[config.mk]
export PLATFORM = sky130hd
export DESIGN_NAME = nie_ctrl
export DESIGN_NICKNAME = d
export VERILOG_FILES = /design/src/hw/rtl/nie_pkg.sv /design/src/hw/rtl/nie_ctrl.sv
export VERILOG_INCLUDE_DIRS = /design/src /design/src/hw/rtl
export SDC_FILE = /design/constraint.sdc
export NUM_CORES = 1
export LEC_CHECK = 0
export ABC_AREA = 1
export BUFFER_PORTS_ARGS = -buffer_cell sky130_fd_sc_hd__buf_4
export CAP_MARGIN = 5
export CORE_MARGIN = 2
export CORE_UTILIZATION = 45
export CTS_CLUSTER_SIZE = 25
export DETAILED_ROUTE_END_ITERATION = 6
export GPL_TIMING_DRIVEN = 0
export PLACE_DENSITY = 0.75
export SETUP_SLACK_MARGIN = 0.3
export SLEW_MARGIN = 0
export SYNTH_ARGS = -nofsm -noshare
export SYNTH_HDL_FRONTEND = slang
export SYNTH_SLANG_ARGS = --single-unit
[constraint.sdc]
create_clock -name clk -period 2.3 [get_ports clk]
set_input_delay 0.23 -clock clk [delete_from_list [all_inputs] [get_ports clk]]
set_output_delay 0.23 -clock clk [all_outputs]
set_load 0.02 [all_outputs]
[src/hw/rtl/newton_interpolation_engine_defines.svh]
// ---------------------------------------------------------------------------
// Newton interpolation engine assertion macros
// Shared concurrent assertion forms, clocked on clk and disabled in reset.
// ---------------------------------------------------------------------------
`ifndef NEWTON_INTERPOLATION_ENGINE_DEFINES_SVH
`define NEWTON_INTERPOLATION_ENGINE_DEFINES_SVH

// Property that must hold at every clock edge out of reset.
`define NIE_ASSERT(lbl, prop) \
  lbl: assert property (@(posedge clk) disable iff (!rst_n) (prop)) \
    else $error("nie: invariant violated");

// Condition in one cycle implies a consequence in the next.
`define NIE_ASSERT_NXT(lbl, ante, cons) \
  lbl: assert property (@(posedge clk) disable iff (!rst_n) (ante) |=> (cons)) \
    else $error("nie: sequencing violated");

`endif

[src/hw/rtl/nie_pkg.sv]
// ---------------------------------------------------------------------------
// nie_pkg
// Constants, codes and controller/datapath bundles of the interpolation engine.
// ---------------------------------------------------------------------------
package nie_pkg;

  localparam int MAX_NODES      = 16;
  localparam int COEF_FRAC_BITS = 40;
  localparam int SLOT_LIMIT     = (MAX_NODES < 16) ? MAX_NODES : 16;
  localparam int ADDR_W         = $clog2(MAX_NODES);
  localparam int CNT_W          = ADDR_W + 1;

  typedef enum logic {
    FUNC_LOAD = 1'b0,
    FUNC_EVAL = 1'b1
  } func_t;

  typedef enum logic [1:0] {
    ST_OK        = 2'd0,
    ST_NOT_READY = 2'd1,
    ST_SAT       = 2'd2,
    ST_REPEAT    = 2'd3
  } status_t;

  typedef struct packed {
    logic              take;
    logic              load_wr;
    logic              build_clr;
    logic              div_start;
    logic              coef_wr;
    logic              p_init;
    logic              mul_set;
    logic              mul_lo;
    logic              mul_hi;
    logic              mul_cmb;
    logic              acc_add;
    logic              emit;
    logic              emit_nr;
    logic [ADDR_W-1:0] ca;
    logic [ADDR_W-1:0] cb;
    logic [ADDR_W-1:0] na;
    logic [ADDR_W-1:0] nb;
  } nie_cmd_t;

  typedef struct packed {
    func_t      func;
    logic [3:0] idx;
    logic       div_done;
    logic       out_busy;
  } nie_sts_t;

endpackage

[src/hw/rtl/nie_ctrl.sv]
// ---------------------------------------------------------------------------
// nie_ctrl
// Sequencer for node loads, coefficient build and Newton-form evaluation.
// ---------------------------------------------------------------------------
`include "newton_interpolation_engine_defines.svh"

module nie_ctrl (
  input  logic              clk,
  input  logic              rst_n,
  input  logic              in_valid,
  output logic              in_ready,
  input  logic              cfg_we,
  input  logic [4:0]        cfg_wdata,
  input  nie_pkg::nie_sts_t sts,
  output nie_pkg::nie_cmd_t cmd
);

  typedef enum logic [14:0] {
    S_IDLE   = 15'b000000000000001,
    S_DECODE = 15'b000000000000010,
    S_B_RD   = 15'b000000000000100,
    S_B_LD   = 15'b000000000001000,
    S_B_DIV  = 15'b000000000010000,
    S_B_WR   = 15'b000000000100000,
    S_E_RD0  = 15'b000000001000000,
    S_E_INIT = 15'b000000010000000,
    S_E_RD   = 15'b000000100000000,
    S_E_SET  = 15'b000001000000000,
    S_E_LO   = 15'b000010000000000,
    S_E_HI   = 15'b000100000000000,
    S_E_CMB  = 15'b001000000000000,
    S_E_ADD  = 15'b010000000000000,
    S_EMIT   = 15'b100000000000000
  } state_t;

  localparam int CW = nie_pkg::CNT_W;
  localparam int AW = nie_pkg::ADDR_W;

  state_t        state_r, state_nxt;
  logic [4:0]    node_count_r;
  logic          ready_r, ready_nxt;
  logic          nr_r, nr_nxt;
  logic [CW-1:0] i_r, i_nxt, j_r, j_nxt;

  logic [4:0]    n5;
  logic [CW-1:0] n_c, jm1, jmi;
  logic          idx_ok, idx_last;

  always_comb begin
    if (node_count_r < 5'd2) begin
      n5 = 5'd2;
    end else if (node_count_r > 5'(nie_pkg::SLOT_LIMIT)) begin
      n5 = 5'(nie_pkg::SLOT_LIMIT);
    end else begin
      n5 = node_count_r;
    end
    n_c      = CW'(n5);
    jm1      = j_r - 1'b1;
    jmi      = j_r - i_r;
    idx_ok   = {1'b0, sts.idx} < n5;
    idx_last = {1'b0, sts.idx} == n5 - 5'd1;
  end

  always_comb begin
    cmd       = '0;
    cmd.ca    = j_r[AW-1:0];
    cmd.cb    = jm1[AW-1:0];
    cmd.na    = j_r[AW-1:0];
    cmd.nb    = jmi[AW-1:0];
    in_ready  = 1'b0;
    state_nxt = state_r;
    ready_nxt = ready_r;
    nr_nxt    = nr_r;
    i_nxt     = i_r;
    j_nxt     = j_r;
    unique case (state_r)
      S_IDLE: begin
        in_ready = 1'b1;
        if (in_valid) begin
          cmd.take  = 1'b1;
          state_nxt = S_DECODE;
        end
      end
      S_DECODE: begin
        state_nxt = S_IDLE;
        if (sts.func == nie_pkg::FUNC_LOAD) begin
          if (idx_ok) begin
            cmd.load_wr = 1'b1;
            ready_nxt   = 1'b0;
            if (idx_last) begin
              cmd.build_clr = 1'b1;
              i_nxt         = CW'(1);
              j_nxt         = n_c - 1'b1;
              state_nxt     = S_B_RD;
            end
          end
        end else begin
          nr_nxt = !ready_r;
          i_nxt  = CW'(1);
          j_nxt  = n_c - 1'b1;
          state_nxt = ready_r ? S_E_RD0 : S_EMIT;
        end
      end
      S_B_RD: state_nxt = S_B_LD;
      S_B_LD: begin
        cmd.div_start = 1'b1;
        state_nxt     = S_B_DIV;
      end
      S_B_DIV: begin
        if (sts.div_done) begin
          state_nxt = S_B_WR;
        end
      end
      S_B_WR: begin
        cmd.coef_wr = 1'b1;
        state_nxt   = S_B_RD;
        if (j_r == i_r) begin
          if (i_r + 1'b1 == n_c) begin
            ready_nxt = 1'b1;
            state_nxt = S_IDLE;
          end else begin
            i_nxt = i_r + 1'b1;
            j_nxt = n_c - 1'b1;
          end
        end else begin
          j_nxt = jm1;
        end
      end
      S_E_RD0: state_nxt = S_E_INIT;
      S_E_INIT: begin
        cmd.p_init = 1'b1;
        state_nxt  = S_E_SET;
      end
      S_E_RD: state_nxt = S_E_SET;
      S_E_SET: begin
        cmd.mul_set = 1'b1;
        state_nxt   = S_E_LO;
      end
      S_E_LO: begin
        cmd.mul_lo = 1'b1;
        state_nxt  = S_E_HI;
      end
      S_E_HI: begin
        cmd.mul_hi = 1'b1;
        state_nxt  = S_E_CMB;
      end
      S_E_CMB: begin
        cmd.mul_cmb = 1'b1;
        state_nxt   = S_E_ADD;
      end
      S_E_ADD: begin
        cmd.acc_add = 1'b1;
        if (j_r == CW'(1)) begin
          state_nxt = S_EMIT;
        end else begin
          j_nxt     = jm1;
          state_nxt = S_E_RD;
        end
      end
      S_EMIT: begin
        if (!sts.out_busy) begin
          cmd.emit    = 1'b1;
          cmd.emit_nr = nr_r;
          state_nxt   = S_IDLE;
        end
      end
      default: state_nxt = S_IDLE;
    endcase
  end

  always_ff @(posedge clk) begin
    if (!rst_n) begin
      state_r      <= S_IDLE;
      node_count_r <= 5'd15;
      ready_r      <= 1'b0;
      nr_r         <= 1'b0;
      i_r          <= '0;
      j_r          <= '0;
    end else begin
      state_r <= state_nxt;
      nr_r    <= nr_nxt;
      i_r     <= i_nxt;
      j_r     <= j_nxt;
      if (cfg_we) begin
        node_count_r <= cfg_wdata;
        ready_r      <= 1'b0;
      end else begin
        ready_r <= ready_nxt;
      end
    end
  end

  logic in_build;
  assign in_build = (state_r == S_B_RD) || (state_r == S_B_LD) ||
                    (state_r == S_B_DIV) || (state_r == S_B_WR);

  `NIE_ASSERT(a_emit_free, !(cmd.emit && sts.out_busy))
  `NIE_ASSERT_NXT(a_div_busy, state_r == S_B_LD, !sts.div_done)
  `NIE_ASSERT(a_ready_from_build, !$rose(ready_r) || $past(state_r == S_B_WR))
  `NIE_ASSERT(a_build_bounds, !in_build || (j_r >= i_r && j_r < n_c && i_r != '0))

endmodule

Yosys cells after proc, flatten, opt, wreduce, memory -nomap -nowiden:

Index checks and enable logic that the tools add are counted.

* $add $sub $neg: 4
* magnitude comparators: 3
* equality and inequality tests: 31
* multiplexer cells: 48
* bitwise gates (word level): 1
* reduce and logical (&&, ||, !) cells: 10

Operators by type and width (number)
* $pmux 15 s14: 1
* $mux 15: 6
* $mux 5: 13
* $ne 2x2->1 const B: 9
* $mux 1: 16
* $eq 15x1->1 const B: 1
* $eq 15x10->1 const B: 1
* $eq 15x11->1 const B: 1
* $eq 15x12->1 const B: 1
* $eq 15x13->1 const B: 1
* $eq 15x14->1 const B: 1
* $eq 15x15->1 const B: 1
* $eq 15x2->1 const B: 1
* $eq 15x3->1 const B: 1
* $eq 15x4->1 const B: 1
* $eq 15x5->1 const B: 1
* $eq 15x6->1 const B: 1
* $eq 15x7->1 const B: 1
* $eq 15x8->1 const B: 1
* $eq 15x9->1 const B: 1
* $pmux 5 s3: 1
* $reduce_and 5->1: 3
* $mux 3: 4
* $eq 5x5->1: 2
* 19 further kinds: 27

* register bits after elaboration: 32
* input bits: 16
* output and inout port bits: 30
* logic and storage cells: 103

Logic depth before layout (Yosys ltp):

* word-level depth: 9
* mapped depth: 19

Worst setup path before layout:

OpenSTA, ideal clock, no wires.

* path kind: register to output
* from: register node_count_r[4]
* to: output port cmd[26] in the netlist's numbering
* data arrival time: 1.973 ns
* required time: 2.070 ns
* slack: 0.097 ns
* stages on the path, launching flop included: 13
* path buffers: 1
* path through: dfxtp_1 inv_2 buf_6 nand2_2 nand2_1 inv_1 ha_1 xnor2_1 nor2_1 nand2_1 nor2_1 nand3_2 nor3_1

RTL lines
* start, declared: RTL line nie_ctrl.sv:40 `logic [4:0] node_count_r;`
* start signal, assigned: RTL line nie_ctrl.sv:185 `node_count_r <= cfg_wdata;`
* end, declared: RTL line nie_ctrl.sv:15 `output nie_pkg::nie_cmd_t cmd`

==> metrics.csv <==
stage,metric,value,unit
status,status,"finished, violations left",
status,failing checks,setup timing,
layout,Nets,484,
layout,final core occ,63.3,%
layout,area delta synth->final,38.1,%
critical_path,reg-to-reg startpoint,node_count_r[4],
route,Post-route DRC,0,
floorplanning,Ports,46,
power,combinational share of power,35.9,%
route,Vias/cell,5.09,
critical_path,slowest CP cell,dfxtp_4,
synthesis,Cell variety after synth,38,
synthesis,Cells after Synth,377,
synthesis,syn_area_per_cell,6.57,um2
route,1st-iter DRT viols,86,
power,P_sw,0.559,mW
place,port bufs,45,
power,Leak,1.72,nW
power,Flop pwr share,37.8,%
cts,Worst-path clk slew,70,ps
critical_path,critical path type,reg2out,
timing,fmax,426,MHz
route,remaining antenna violation count after routing,0,
cts,H-tree depth,2,
floorplanning,Die Footprint,6120,um2
layout,Layout Cells excl Fill,528,
cts,Clock Sinks,32,
synthesis,Post-Synth XOR/XNOR Area,3.53,%
power,Peak supply drop,0.000237,V
critical_path,crit path to,cmd[26],
timing,RSZ-0062 raised after global routing,true,
global_route,first-pass GRT wire length,10.7,mm
flow_run,Max-Cap Viols,0,
place,dpl hpwl,4.70,mm
synthesis,multiplexer share of the synthesized area,0,%
cts,Root Driver,clkbuf_8,
synthesis,largest family of logic cells by synthesized area,simple AND/OR/NAND/NOR gates,
synthesis,post-synthesis simple-gate area fraction,44.4,%
min_path,Hold WC Path Type,in2reg,
route,DRT Wirelength,6.85,mm
floorplanning,Initial Util,45.9,%
route,drt first pass iters,4,
route,Avg WL per Cell,13.0,um
synthesis,#FFs+latches synth,32,
floorplanning,die width,78.2,um
critical_path,Critical Path Source,node_count_r[4],
critical_path,R2R Setup Slk,10,ps
cts,CTS tree,yes,
route,vias post-DR,2688,
timing,Tcrit/Tclk final,102,%
critical_path,CP cell instances,inv_4 > buf_6 > nand2_4 > nand2_4 > inv_4 > ha_4 > nor2_1 > a31oi_1 > nand2_1 > nor2_2 > nand3_2 > nor3_4 > buf_6,
critical_path,"slowest stage delay, CP",390,ps
critical_path,reg2reg path depth,15,
timing,Least-Margin Pin Slew,537,ps
layout,share of cells above drive strength 1,37.3,%
synthesis,mapped cell area,2480,um2
power,PwrDens,463,nW/um2
floorplanning,Rows,27,
critical_path,"Arr. time, crit path",2120,ps
synthesis,ys flop type,dfxtp_1,
cts,total CTS buffers,5,
synthesis,post-synthesis compound-gate area fraction,7.12,%
power,total internal power,1.03,mW
critical_path,crit end category,output port,
critical_path,CP max FO,4,
synthesis,Adder-Cell Fraction of Synth Area,6.36,%
critical_path,Worst setup SP type,flop,
timing,post-route clock skew,7.13,ps
synthesis,syn_nets,405,
timing,fin. max-slew vios,0,
floorplanning,Die H,78.2,um
synthesis,yosys warns,0,
timing,"Setup violations, final",1,
timing,Rel. slew slack,64.2,%
cts,Max Root-Sink Buffers,2,
place,placed cell count,494,
cts,"Clk Latency, worst-skew pair",290,ps
synthesis,number of flops mapped to enable cells by yosys,0,
critical_path,Worst R2R End,i_r[3],
timing,min cycle time layout,2350,ps
synthesis,register area share after synthesis,25.8,%
power,share of power burned in the clock network,26.3,%
global_route,largest net degree at the start of global routing,11,
global_route,vias in the first global route,2510,
timing,Total Neg Setup Slack,-49.8,ps
timing,Final WS setup,-49.8,ps
min_path,hold_sp,cfg_wdata[0],
layout,Final Cell Area,3420,um2
timing,endpoints failing hold,0,
floorplanning,Core ar.,5410,um2
layout,ant diodes,0,
critical_path,Critical Path RT,2070,ps
power,Sw Share,35.3,%
place,GP Congestion,0.904,
synthesis,"Async S/R FF share, synth",0,%
global_route,Total GRT Usage,22.1,%
global_route,gr ovfl total,0,
place,DP Area,2930,um2
global_route,antenna violations before repair,0,
place,pre-CTS WS,35.0,ps
[per-stage QoR]
step           hold WS, ps  power (mW)
2_1_floorplan          341       0.926
3_3_place_gp           441        1.06
3_5_place_dp           447        1.07
4_1_cts                154        1.54
5_1_grt                156        1.68
6_report               152        1.58
[worst min-delay path by stage]
| stage | endpoint | slack, ps | depth (start not counted) |
|---|---|---|---|
| 6_report | node_count_r[0] | 150 | 3 |
| 5_1_grt | node_count_r[1] | 160 | 3 |
| 4_1_cts | node_count_r[0] | 150 | 3 |
| 3_5_place_dp | state_r[6] | 450 | 2 |
| 3_3_place_gp | state_r[6] | 440 | 2 |
| 2_1_floorplan | node_count_r[3] | 340 | 1 |
[worst max-delay path, delay by kind of cell, from the launching register on]
kind,cells,cell delay [ps]
AND/OR/NAND/NOR,7,710
flip-flops,1,390
buffers and inverters,4,390
AO/OA/AOI/OAI,1,190
adder cells (fa/ha/maj),1,150
[synth_stat cells (6+ instances only)]
library cell	count	area (um2)
nand3_1	22	110
inv_2	6	22.5
o21ai_0	8	40.0
dfxtp_1	32	641
nand2_1	84	315
a21oi_1	18	90.1
inv_1	51	191
nand4_1	11	68.8
ha_1	11	138
nand2_4	6	67.6
buf_4	10	75.1
nor2_1	48	180
nor3_1	14	70.1
nand2_2	10	62.6
nor2_2	6	37.5
[power groups by stage]
stage               Sequential, mW  Combinational, mW  Clock, mW
floorplan                    0.601              0.325          0
detailed placement           0.607              0.460          0
finish                       0.599              0.569      0.417
global route                 0.601              0.623      0.451
global placement             0.606              0.453          0
CTS                          0.597              0.521      0.419
[flip-flops by register name, summed over array words and instances, names as in the netlist]
register and cells:
i_r 5, j_r 5, node_count_r 5, nr_r 1
ready_r 1, state_r 15
[cells in the final DEF, fill, tap and decap left out, types with 2 or more instances in the layout]
cell / instances
nand2_1: 75
a21oi_1: 13
xnor2_1: 5
buf_6: 7
ha_1: 8
xor2_1: 5
o21ai_2: 2
inv_1: 47
dfxtp_1: 24
nand3b_1: 2
ha_4: 3
nor2_8: 2
nor3_1: 12
clkbuf_8: 5
a21oi_2: 5
nand2_2: 14
dfxtp_2: 6
dfxtp_4: 2
inv_2: 8
nand3_2: 3
or2_1: 2
nand4_1: 11
o21ai_0: 7
inv_4: 2
nor2_4: 5
clkbuf_1: 3
nand2_4: 9
and3_1: 2
nor2_2: 9
nor4_1: 2
nor2_1: 42
clkinv_2: 2
buf_4: 76
nand3_1: 21
nand2_8: 2
[metal layers]
layer	vias to the layer above	GRT usage [%]	part of all wire, %
met2	92	39.7	52
met3	22	3.68	5.1
met5	-	0	0
met4	0	12.6	3.4
met1	1223	24.7	40
li1	1351	-	-
[kinds of logic (layout without fill, tap and decap cells)]
group,after synthesis,after routing
and+or+nand+nor,219,219
buffers and inverters,72,151
AOI/OAI and AO/OA,32,32
DFF,32,32
adders and majority gates,12,12
xor gates and xnor gates,10,10
[layout make-up]
class	instances	area, um2
Fill cell	481	1980
Multi-Input combinational cell	273	1710
Sequential cell	32	656
Timing Repair Buffer	72	559
Inverter	59	228
Buffer	13	97.6
Tap cell	72	90.1
Clock buffer	6	72.6
Clock inverter	1	5.00
[what timing repair did]
item,in CTS,in global routing
setup endpoints to repair,18,22
resized for setup,29,32
setup buffers,14,13
pin swaps,19,28
hold buffers,0,0
Power figures use the tool's default switching activity.
